## src/rtl/fsos_pkg.sv

```systemverilog
package fsos_pkg;

	localparam int NumFreqs  = 4;
	localparam int AmpLevels = 32;
	localparam int FreqW     = 18;

	typedef enum logic [1:0] {
		SRC_SILENCE    = 2'd0,
		SRC_ASPIRATION = 2'd1,
		SRC_FRICATION  = 2'd2,
		SRC_BUZZ       = 2'd3
	} source_t;

	typedef enum logic [1:0] {
		KIND_SILENCE  = 2'd0,
		KIND_HARMONIC = 2'd1,
		KIND_NOISE    = 2'd2,
		KIND_UNUSED   = 2'd3
	} kind_t;

	typedef enum logic {
		MODE_LOAD  = 1'b0,
		MODE_SLICE = 1'b1
	} mode_t;

	typedef struct packed {
		logic        mode;
		logic [15:0] start_f0;
		logic [15:0] start_f1;
		logic [15:0] start_f2;
		logic [15:0] start_f3;
		logic [15:0] end_f0;
		logic [15:0] end_f1;
		logic [15:0] end_f2;
		logic [15:0] end_f3;
		logic [14:0] slice_count;
		logic [1:0]  source;
		logic [15:0] base_phase;
	} in_item_t;

	typedef struct packed {
		logic [1:0]  kind;
		logic [2:0]  osc_index;
		logic [15:0] osc_freq;
		logic [15:0] osc_phase;
		logic [4:0]  amp_index;
		logic        phase_reset;
		logic        last;
	} out_item_t;

	typedef enum logic [3:0] {
		ST_IDLE,
		ST_DECODE,
		ST_LOAD_DIV,
		ST_LOAD_WAIT,
		ST_EMIT_SIMPLE,
		ST_H_DIV,
		ST_H_WAIT,
		ST_A_DIV,
		ST_A_WAIT,
		ST_EMIT0,
		ST_EMIT1,
		ST_ADVANCE
	} state_t;

	// Commands from the controller to the datapath.
	typedef struct packed {
		logic       capture;
		logic       load_div_start;
		logic       load_write;
		logic       h_div_start;
		logic       h_capture;
		logic       a_div_start;
		logic       emit0;
		logic       emit1;
		logic       emit_simple;
		logic       advance;
		logic [1:0] idx;
	} dp_cmd_t;

	// Status from the datapath to the controller.
	typedef struct packed {
		logic       div_done;
		logic       is_load;
		logic       single_slice;
		logic [1:0] source;
		logic       out_busy;
	} dp_status_t;

endpackage

```

## src/rtl/fsos_divider.sv

```systemverilog
// Restoring divider for a 32-bit dividend and a 16-bit divisor, one bit a cycle.
// Quotient and remainder hold from the done pulse until the next start.
module fsos_divider (
	input  logic        clk,
	input  logic        arst_n,
	input  logic        start,
	input  logic [31:0] dividend,
	input  logic [15:0] divisor,
	output logic        done,
	output logic [31:0] quotient,
	output logic [15:0] remainder
);
	logic [31:0] quot_q;
	logic [15:0] rem_q;
	logic [15:0] div_q;
	logic [5:0]  cnt_q;
	logic        busy_q;
	logic        done_q;
	logic [16:0] trial;
	logic [17:0] diff;

	assign trial = {rem_q, quot_q[31]};
	assign diff  = {1'b0, trial} - {2'b00, div_q};

	// Iteration count and completion pulse.
	always_ff @(posedge clk or negedge arst_n) begin
		if (!arst_n) begin
			busy_q <= 1'b0;
			cnt_q  <= '0;
			done_q <= 1'b0;
		end else begin
			done_q <= 1'b0;
			if (start) begin
				busy_q <= 1'b1;
				cnt_q  <= 6'd32;
			end else if (busy_q) begin
				cnt_q <= cnt_q - 6'd1;
				if (cnt_q == 6'd1) begin
					busy_q <= 1'b0;
					done_q <= 1'b1;
				end
			end
		end
	end

	// One quotient bit per cycle while busy.
	always_ff @(posedge clk) begin
		if (start) begin
			quot_q <= dividend;
			rem_q  <= '0;
			div_q  <= divisor;
		end else if (busy_q) begin
			if (!diff[17]) begin
				rem_q  <= diff[15:0];
				quot_q <= {quot_q[30:0], 1'b1};
			end else begin
				rem_q  <= trial[15:0];
				quot_q <= {quot_q[30:0], 1'b0};
			end
		end
	end

	assign done      = done_q;
	assign quotient  = quot_q;
	assign remainder = rem_q;
endmodule

```

## src/rtl/fsos_datapath.sv

```systemverilog
// Frequency state, ramp arithmetic, harmonic math and output register.
module fsos_datapath (
	input  logic                 clk,
	input  logic                 arst_n,
	input  fsos_pkg::in_item_t   in_item,
	input  fsos_pkg::dp_cmd_t    cmd,
	output fsos_pkg::dp_status_t status,
	output logic                 out_valid,
	input  logic                 out_ready,
	output fsos_pkg::out_item_t  out_item
);
	logic signed [17:0]  cur_q   [fsos_pkg::NumFreqs];
	logic signed [17:0]  slope_q [fsos_pkg::NumFreqs];
	logic [1:0]          src_q;
	fsos_pkg::in_item_t  item_q;
	logic                out_valid_q;
	fsos_pkg::out_item_t out_q;
	fsos_pkg::out_item_t out_d;

	logic [15:0] f0_q, ff_q, h_q, fh0_q, gap_q;
	logic [4:0]  amp_q;
	logic [2:0]  n_q;

	logic        div_start, div_done;
	logic [31:0] div_dividend, div_quot;
	logic [15:0] div_divisor, div_rem;

	logic [15:0]        sa, sb, a_e, b_e;
	logic signed [17:0] diff;
	logic [16:0]        mag, mag_sel;
	logic signed [17:0] step;
	logic [14:0]        cnt;
	logic               single;

	logic [15:0] fsel, f0_now;
	logic [20:0] num;
	logic        f0_zero;
	logic [16:0] fh1;
	logic [31:0] ph_full;
	logic [15:0] ph0;
	logic [4:0]  a0, a1;
	logic        emit;

	// Clamped current frequency per entry.
	function automatic logic [15:0] clamp(input logic signed [17:0] v);
		if (v[17]) return 16'd0;
		if (v[16]) return 16'hFFFF;
		return v[15:0];
	endfunction

	// Endpoints of the selected entry with zero substitution, and the ramp step.
	always_comb begin
		unique case (cmd.idx)
			2'd0: begin sa = item_q.start_f0; sb = item_q.end_f0; end
			2'd1: begin sa = item_q.start_f1; sb = item_q.end_f1; end
			2'd2: begin sa = item_q.start_f2; sb = item_q.end_f2; end
			default: begin sa = item_q.start_f3; sb = item_q.end_f3; end
		endcase
		a_e     = (sa == 16'd0) ? sb : sa;
		b_e     = (sb == 16'd0) ? a_e : sb;
		diff    = $signed({2'b00, b_e}) - $signed({2'b00, a_e});
		mag     = diff[17] ? 17'(-diff) : diff[16:0];
		cnt     = (item_q.slice_count == 15'd0) ? 15'd1 : item_q.slice_count;
		single  = (cnt == 15'd1);
		// A single slice starts at the midpoint, so the step is half the difference.
		mag_sel = single ? (mag >> 1) : div_quot[16:0];
		step    = diff[17] ? -$signed({1'b0, mag_sel}) : $signed({1'b0, mag_sel});
	end

	assign fsel   = clamp(cur_q[cmd.idx]);
	assign f0_now = clamp(cur_q[0]);

	// Amplitude numerator: amp times the gap from the formant to the upper harmonic.
	assign num = {16'd0, amp_q} * {5'd0, gap_q};

	// Divider operand selection.
	always_comb begin
		div_start = cmd.load_div_start | cmd.h_div_start | cmd.a_div_start;
		if (cmd.load_div_start) begin
			div_dividend = {15'd0, mag};
			div_divisor  = 16'(cnt - 15'd1);
		end else if (cmd.h_div_start) begin
			div_dividend = {16'd0, fsel};
			div_divisor  = f0_now;
		end else begin
			div_dividend = {11'd0, num};
			div_divisor  = f0_q;
		end
	end

	fsos_divider u_div (
		.clk       (clk),
		.arst_n    (arst_n),
		.start     (div_start),
		.dividend  (div_dividend),
		.divisor   (div_divisor),
		.done      (div_done),
		.quotient  (div_quot),
		.remainder (div_rem)
	);

	// Harmonic pair values; a zero fundamental gives zero frequencies and amplitudes.
	assign f0_zero = (f0_q == 16'd0);
	assign fh1     = {1'b0, fh0_q} + {1'b0, f0_q};
	assign ph_full = h_q * item_q.base_phase;
	assign ph0     = ph_full[15:0];
	assign a0      = f0_zero ? 5'd0 : div_quot[4:0];
	assign a1      = f0_zero ? 5'd0 : amp_q - div_quot[4:0];
	assign emit    = cmd.emit0 | cmd.emit1 | cmd.emit_simple;

	// Next output item.
	always_comb begin
		out_d           = '0;
		out_d.osc_index = n_q;
		if (cmd.emit0) begin
			out_d.kind      = fsos_pkg::KIND_HARMONIC;
			out_d.osc_freq  = fh0_q;
			out_d.osc_phase = ph0;
			out_d.amp_index = a0;
		end else if (cmd.emit1) begin
			out_d.kind      = fsos_pkg::KIND_HARMONIC;
			out_d.osc_freq  = fh1[16] ? 16'hFFFF : fh1[15:0];
			out_d.osc_phase = ph0 + item_q.base_phase;
			out_d.amp_index = a1;
			out_d.last      = (cmd.idx == 2'(fsos_pkg::NumFreqs - 1));
		end else if (src_q == fsos_pkg::SRC_SILENCE) begin
			out_d.kind      = fsos_pkg::KIND_SILENCE;
			out_d.osc_index = '0;
			out_d.last      = 1'b1;
		end else if (src_q == fsos_pkg::SRC_BUZZ) begin
			out_d.kind      = fsos_pkg::KIND_HARMONIC;
			out_d.osc_freq  = f0_now;
			out_d.osc_phase = item_q.base_phase;
		end else begin
			out_d.kind        = fsos_pkg::KIND_NOISE;
			out_d.osc_freq    = fsel;
			out_d.phase_reset = (fsel == 16'd0);
			out_d.last        = (cmd.idx == 2'd0);
		end
	end

	// Segment state and output valid.
	always_ff @(posedge clk or negedge arst_n) begin
		if (!arst_n) begin
			for (int i = 0; i < fsos_pkg::NumFreqs; i++) begin
				cur_q[i]   <= '0;
				slope_q[i] <= '0;
			end
			src_q       <= fsos_pkg::SRC_SILENCE;
			out_valid_q <= 1'b0;
		end else begin
			if (cmd.capture && in_item.mode == fsos_pkg::MODE_LOAD) src_q <= in_item.source;
			if (cmd.load_write) begin
				if (a_e == 16'd0 ||
				    (cmd.idx == 2'd0 && src_q == fsos_pkg::SRC_ASPIRATION)) begin
					cur_q[cmd.idx]   <= '0;
					slope_q[cmd.idx] <= '0;
				end else if (single) begin
					cur_q[cmd.idx]   <= $signed({2'b00, a_e}) + step;
					slope_q[cmd.idx] <= '0;
				end else begin
					cur_q[cmd.idx]   <= $signed({2'b00, a_e});
					slope_q[cmd.idx] <= step;
				end
			end
			if (cmd.advance) begin
				for (int i = 0; i < fsos_pkg::NumFreqs; i++)
					cur_q[i] <= cur_q[i] + slope_q[i];
			end
			if (emit) out_valid_q <= 1'b1;
			else if (out_ready) out_valid_q <= 1'b0;
		end
	end

	// Item, harmonic working registers and output payload.
	always_ff @(posedge clk) begin
		if (cmd.capture) begin
			item_q <= in_item;
			n_q    <= '0;
			amp_q  <= 5'(fsos_pkg::AmpLevels - 1);
		end
		if (cmd.h_div_start) begin
			f0_q <= f0_now;
			ff_q <= fsel;
		end
		if (cmd.h_capture) begin
			h_q   <= f0_zero ? 16'd0 : div_quot[15:0];
			fh0_q <= f0_zero ? 16'd0 : ff_q - div_rem;
			gap_q <= f0_zero ? 16'd0 : f0_q - div_rem;
		end
		if (emit) begin
			n_q   <= n_q + 3'd1;
			out_q <= out_d;
		end
		if (cmd.emit1) amp_q <= 5'(({2'b00, amp_q} * 7'd3) >> 2);
	end

	assign status.div_done     = div_done;
	assign status.is_load      = (item_q.mode == fsos_pkg::MODE_LOAD);
	assign status.single_slice = single;
	assign status.source       = src_q;
	assign status.out_busy     = out_valid_q & ~out_ready;
	assign out_valid = out_valid_q;
	assign out_item  = out_q;
endmodule

```

## src/rtl/fsos_controller.sv

```systemverilog
// Sequencer for load and slice processing.
module fsos_controller (
	input  logic                  clk,
	input  logic                  arst_n,
	input  logic                  in_valid,
	output logic                  in_ready,
	input  fsos_pkg::dp_status_t  status,
	output fsos_pkg::dp_cmd_t     cmd
);
	fsos_pkg::state_t st_q, st_d;
	logic [1:0] idx_q, idx_d;

	// Next state.
	always_comb begin
		st_d  = st_q;
		idx_d = idx_q;
		unique case (st_q)
			fsos_pkg::ST_IDLE:
				if (in_valid) st_d = fsos_pkg::ST_DECODE;
			fsos_pkg::ST_DECODE: begin
				idx_d = '0;
				if (status.is_load) st_d = fsos_pkg::ST_LOAD_DIV;
				else begin
					st_d = fsos_pkg::ST_EMIT_SIMPLE;
					if (status.source == fsos_pkg::SRC_ASPIRATION ||
					    status.source == fsos_pkg::SRC_FRICATION) idx_d = 2'd1;
				end
			end
			fsos_pkg::ST_LOAD_DIV:
				if (status.single_slice) begin
					idx_d = idx_q + 2'd1;
					if (idx_q == 2'(fsos_pkg::NumFreqs - 1)) st_d = fsos_pkg::ST_IDLE;
				end else begin
					st_d = fsos_pkg::ST_LOAD_WAIT;
				end
			fsos_pkg::ST_LOAD_WAIT:
				if (status.div_done) begin
					idx_d = idx_q + 2'd1;
					st_d = (idx_q == 2'(fsos_pkg::NumFreqs - 1)) ? fsos_pkg::ST_IDLE :
					       fsos_pkg::ST_LOAD_DIV;
				end
			fsos_pkg::ST_EMIT_SIMPLE:
				if (!status.out_busy) begin
					if (status.source == fsos_pkg::SRC_SILENCE) st_d = fsos_pkg::ST_ADVANCE;
					else if (status.source == fsos_pkg::SRC_BUZZ) begin
						idx_d = 2'd1; st_d = fsos_pkg::ST_H_DIV;
					end else if (idx_q == 2'd0) st_d = fsos_pkg::ST_ADVANCE;
					else idx_d = (idx_q == 2'd3) ? 2'd0 : idx_q + 2'd1;
				end
			fsos_pkg::ST_H_DIV: st_d = fsos_pkg::ST_H_WAIT;
			fsos_pkg::ST_H_WAIT: if (status.div_done) st_d = fsos_pkg::ST_A_DIV;
			fsos_pkg::ST_A_DIV: st_d = fsos_pkg::ST_A_WAIT;
			fsos_pkg::ST_A_WAIT: if (status.div_done) st_d = fsos_pkg::ST_EMIT0;
			fsos_pkg::ST_EMIT0: if (!status.out_busy) st_d = fsos_pkg::ST_EMIT1;
			fsos_pkg::ST_EMIT1:
				if (!status.out_busy) begin
					if (idx_q == 2'(fsos_pkg::NumFreqs - 1)) st_d = fsos_pkg::ST_ADVANCE;
					else begin idx_d = idx_q + 2'd1; st_d = fsos_pkg::ST_H_DIV; end
				end
			fsos_pkg::ST_ADVANCE: st_d = fsos_pkg::ST_IDLE;
			default: st_d = fsos_pkg::ST_IDLE;
		endcase
	end

	// Command outputs.
	always_comb begin
		cmd = '0;
		cmd.idx = idx_q;
		in_ready = (st_q == fsos_pkg::ST_IDLE);
		cmd.capture = in_ready & in_valid;
		unique case (st_q)
			fsos_pkg::ST_LOAD_DIV: begin
				cmd.load_div_start = ~status.single_slice;
				cmd.load_write     = status.single_slice;
			end
			fsos_pkg::ST_LOAD_WAIT:   cmd.load_write = status.div_done;
			fsos_pkg::ST_H_DIV:       cmd.h_div_start = 1'b1;
			fsos_pkg::ST_H_WAIT:      cmd.h_capture = status.div_done;
			fsos_pkg::ST_A_DIV:       cmd.a_div_start = 1'b1;
			fsos_pkg::ST_EMIT0:       cmd.emit0 = ~status.out_busy;
			fsos_pkg::ST_EMIT1:       cmd.emit1 = ~status.out_busy;
			fsos_pkg::ST_EMIT_SIMPLE: cmd.emit_simple = ~status.out_busy;
			fsos_pkg::ST_ADVANCE:     cmd.advance = 1'b1;
			default: ;
		endcase
	end

	always_ff @(posedge clk or negedge arst_n) begin
		if (!arst_n) begin
			st_q  <= fsos_pkg::ST_IDLE;
			idx_q <= '0;
		end else begin
			st_q  <= st_d;
			idx_q <= idx_d;
		end
	end
endmodule

```

## src/rtl/formant_slice_oscillator_setup_core.sv

```systemverilog
// Channel | Direction | Handshake
// in      | input     | in_valid / in_ready, payload in_item
// out     | output    | out_valid / out_ready, payload out_item
//
// All divides share the one-bit-a-cycle divider. A buzz slice makes two
// divides for each formant above the fundamental; a load makes one per
// entry, and none when it has a single slice.
// Input is ready only between items; a held output register pauses the sequencer.
// Reset clears all frequencies and slopes, sets the source to silence and
// empties the output register.
module formant_slice_oscillator_setup_core (
	input  logic                clk,
	input  logic                arst_n,
	input  logic                in_valid,
	output logic                in_ready,
	input  fsos_pkg::in_item_t  in_item,
	output logic                out_valid,
	input  logic                out_ready,
	output fsos_pkg::out_item_t out_item
);
	fsos_pkg::dp_cmd_t    cmd;
	fsos_pkg::dp_status_t status;

	fsos_controller u_ctrl (
		.clk(clk), .arst_n(arst_n), .in_valid(in_valid), .in_ready(in_ready),
		.status(status), .cmd(cmd)
	);

	fsos_datapath u_dp (
		.clk(clk), .arst_n(arst_n), .in_item(in_item), .cmd(cmd), .status(status),
		.out_valid(out_valid), .out_ready(out_ready), .out_item(out_item)
	);
endmodule

```

## config.mk

```make
export PLATFORM = sky130hd
export DESIGN_NAME = formant_slice_oscillator_setup_core
export DESIGN_NICKNAME = d
export VERILOG_FILES = /design/src/rtl/fsos_pkg.sv /design/src/rtl/fsos_divider.sv /design/src/rtl/fsos_datapath.sv /design/src/rtl/fsos_controller.sv /design/src/rtl/formant_slice_oscillator_setup_core.sv
export SDC_FILE = /design/constraint.sdc
export NUM_CORES = 2
export LEC_CHECK = 0
export BUFFER_PORTS_ARGS = -buffer_cell sky130_fd_sc_hd__buf_2
export CAP_MARGIN = 20
export CORE_MARGIN = 10
export CORE_UTILIZATION = 58
export CTS_CLUSTER_DIAMETER = 150
export DETAILED_ROUTE_END_ITERATION = 16
export GPL_TIMING_DRIVEN = 1
export PLACE_DENSITY_LB_ADDON = 0.25
export SYNTH_ARGS = -nofsm -noshare
export SYNTH_HDL_FRONTEND = slang
export SYNTH_HIERARCHICAL = 1
export SYNTH_SLANG_ARGS = --single-unit
```

## constraint.sdc

```tcl
create_clock -name clk -period 9.45 [get_ports clk]
set_input_delay 0.4725 -clock clk [delete_from_list [all_inputs] [get_ports clk]]
set_output_delay 0.4725 -clock clk [all_outputs]
set_load 0.01 [all_outputs]
```

==> summary.txt <==
Outcome
  • Outcome: complete, no violations

Power
  • Pwr Total: 18.14 mW
  • Pwr Density: 422.7 mW/mm²
  • Pleak: 18.40 nW
  • Maximum vdd drop: a little over 0.5 mV

Synthesis
  • Fraction of registers with async set/reset: 31.14%
  • Yosys warnings: 6
  • Unique masters post-synth: 119
  • Yosys top cell area share: 24.86%
  • Synth Register Bits: 517
  • Post-synth EDFFs: approximately 320
  • Synth top area cells: edfxtp_1 25%, dfrtp_1 10%, ha_1 8.7%, fa_1 6.9%, nand2_1 4.2%
  • Yosys top cell by area: edfxtp_1
  • Post-Syn Area: 0.03914 mm²
  • Mapped Cells: 4062
  • Average size of a mapped cell: 9.636 µm²
  • Post-synthesis sequential area ratio: 36.79%
  • Ys flop type: edfxtp_1

Drt
  • Post-DR wirelength/cell: 22.55 µm
  • DRC errors left: 0
  • Via count: 31660
  • Post-Route WL: 115.7 mm
  • Initial DRT Pass Iterations: 6
  • Iter 0 DRT Violations: 3238
  • Routed Antenna Nets: 0
  • Vias/cell: 6.174

Floorplanning
  • Row cnt: between 90 and 100
  • Die height: 279.8 µm
  • Core ar.: 0.06704 mm²
  • Die area: 0.07828 mm²
  • Initial Util: 58.39%
  • Die X: ~280 µm
  • Top Ports: about 210

Worst setup path
  • Setup crit start kind: register
  • Reg2Reg Setup Slack: a little over 0.6 ns
  • Crit Path Class: reg -> reg
  • Critical-path top delay cell: dfrtp_4
  • Critical path arrival: approximately 9.4 ns
  • Worst Path Max Fanout: 37
  • Worst path top cell family by delay: simple AND/OR/NAND/NOR gates
  • Most frequent CP cell: a21o_1
  • CP bufs+invs: 2
  • Req. time, crit path: about 10 ns
  • Largest incremental delay on the critical path: roughly 0.85 ns
  • Worst setup EP type: register

STA
  • Setup violators final: 0
  • Setup TNS: 0 ns
  • Period utilization: between 90% and 100%
  • Worst-Margin Slew: 1.139 ns
  • Final hold vios: 0
  • Pins Over Slew Limit: 0
  • Maximum clock rate: 113.1 MHz
  • Minimum clock period: 8.843 ns
  • Setup Skew: 0.02855 ns
  • Unrepaired setup endpoints after global routing: false
  • Max transition margin: between 20% and 30%
  • Hold WS: around 0.022 ns

Clocking
  • Worst-skew pair later-pin latency: 0.64 ns
  • Reg clk slew, reported paths: 0.06 ns
  • CTS buffer count: 57
  • Htree depth: 2
  • Clk root buf: clkbuf_16
  • Clock buffer depth: 3
  • Sink Count: 517
  • Post-CTS Setup Inserts: 0
  • Cts repair resizes: 0
  • CTS tree: done

Global route
  • Gr ovfl total: 0
  • Number of global-route vias before repair: 30720
  • First-pass GRT wire length: 179.4 mm
  • Total track usage: around 29%
  • Largest net degree at the start of global routing: 86
  • Initial antenna violation count: 4

Cells and area
  • Nets: roughly 4800
  • Syn-to-layout area delta: 9.638%
  • Fin cells: 5129
  • Share of cells above drive strength 1: 12.79%
  • Core Util, Final: 64.01%

Placed design
  • PortBufs: around 210
  • Placed insts: roughly 5000
  • DPL Wire Length: approximately 88 mm
  • Routability cong.: 0.9885

Min path
  • Worst Hold Class: in -> reg

Run
  • Max Cap Viol: 0
## worst reg2reg max path: cells and delay by family, from the launching register on
family / cells / cell delay [ns]
DFF: 1 / 0.85
muxes: 1 / 0.70
adders and majority gates: 2 / 0.83
xor gates and xnor gates: 3 / 0.63
and+or+nand+nor: 10 / 2.96
buffers and inverters: 2 / 0.30
AOI/OAI and AO/OA: 11 / 2.54
## worst paths after layout
kind,endpoint,cells after the start,startpoint
hold reg to reg,u_dp/slope_q[3],2,u_dp/slope_q[3]
setup reg to reg,u_dp/cur_q[14],29,u_ctrl/idx_q[0]
hold / removal,u_dp/item_q[32],1,in_item[32]
max in group asynchronous,u_dp/slope_q[35],3,arst_n
setup / recovery,u_dp/cur_q[14],29,u_ctrl/idx_q[0]
min in group asynchronous,u_dp/u_div/cnt_q[0],2,arst_n
## what timing repair did
| item | CTS | global route |
|---|---|---|
| hold endpoints to repair | 92 | 0 |
| endpoints found under the setup margin | 0 | 0 |
| hold buffers | 9 | 0 |
## cell usage in the layout (no fill, tap or decap), types with 20 or more instances in the layout
master / synthesis / routed
a211oi_1: 30 / 30
nor2b_1: 58 / 58
mux4_2: 48 / 48
inv_1: 396 / 395
o21ai_0: 281 / 280
a22oi_1: 41 / 41
buf_4: 2 / 41
xnor2_1: 145 / 145
nand3_1: 44 / 44
o21bai_1: 39 / 39
edfxtp_1: 324 / 324
dfxtp_1: 32 / 32
nor3_1: 100 / 96
fa_1: 135 / 135
a21boi_0: 43 / 43
and3_1: 22 / 22
mux2_2: 57 / 57
nand2_1: 440 / 440
nand4_1: 23 / 23
and2_1: 96 / 95
dfrtp_1: 161 / 159
buf_2: 16 / 210
o21a_1: 20 / 20
nor4_1: 29 / 26
a31oi_1: 20 / 20
ha_1: 273 / 273
o21ai_1: 20 / 21
o211ai_1: 34 / 34
nand2b_1: 35 / 35
nor2_1: 258 / 255
a221oi_1: 42 / 42
clkbuf_16: 0 / 58
a21o_1: 60 / 60
o31ai_1: 24 / 24
xor2_1: 59 / 59
a21oi_1: 232 / 232
## report_power, final
part	internal, mW	leakage [nW]	total [mW]	switching (mW)
Sequential	3.28	5.36	3.98	0.697
Clock	1.30	0.928	2.26	0.959
Combinational	4.62	12.1	11.9	7.29
Total	9.20	18.4	18.1	8.94
## registers in the layout (all words and copies together) (netlist names)
register              cells
u_ctrl/idx_q              2
u_ctrl/st_q               4
u_dp/amp_q                5
u_dp/cur_q               72
u_dp/f0_q                16
u_dp/ff_q                16
u_dp/fh0_q               16
u_dp/gap_q               16
u_dp/h_q                 16
u_dp/item_q             160
u_dp/n_q                  3
u_dp/out_item            44
u_dp/out_valid            1
u_dp/slope_q             72
u_dp/src_q                2
u_dp/u_div/busy_q         1
u_dp/u_div/cnt_q          6
u_dp/u_div/div_q         16
u_dp/u_div/done           1
u_dp/u_div/quotient      32
u_dp/u_div/remainder     16
## routing by layer
metal | share of wire (%) | routed length (µm) | track usage [%] | vias to the layer above
met3 | 8.2 | 9452 | 5.475 | 224
met2 | 46 | 53700 | 47.14 | 1341
met5 | 0.023 | 27 | 0 | -
li1 | - | - | - | 14720
met4 | 3.7 | 4237 | 10.20 | 4
met1 | 42 | 48260 | 39.02 | 15370
## logic make-up after synthesis
kind of cell	after synthesis	share of synthesized area [%]
and+or+nand+nor	1185	14.46
DFF	517	36.79
adders and majority gates	411	15.71
other	1	0.009581
AOI/OAI and AO/OA	1034	17.52
xor gates and xnor gates	209	4.773
buffers and inverters	583	5.847
muxes	122	4.894
## final cells by class
class,instances,area (µm²)
fill,5576,24130
sequential,517,14400
inverter,398,1494
clock inverter,32,290.3
multi-input combinational,2972,22560
tap,873,1092
clock buffer,73,1598
antenna,2,5.005
timing repair buffer,262,1471
## through the flow
stage	cell area [µm²]	setup slack [ns]
floorplan	39180	1.648
finish	42910	0.6071
CTS	42890	0.7517
global route	42910	0.01135
detailed placement	40910	0.7963
global placement	40900	0.9176
## cells in the mapped netlist, types with 48 or more instances
library cell / instances
nor2b_1: 58
ha_1: 273
mux2_2: 57
o21ai_0: 281
inv_1: 396
edfxtp_1: 324
xor2_1: 59
a21o_1: 60
nor3_1: 100
clkbuf_1: 138
mux4_2: 48
nand2_1: 440
fa_1: 135
nor2_1: 258
a21oi_1: 232
xnor2_1: 145
and2_1: 96
dfrtp_1: 161
Power figures use the tool's default switching activity.
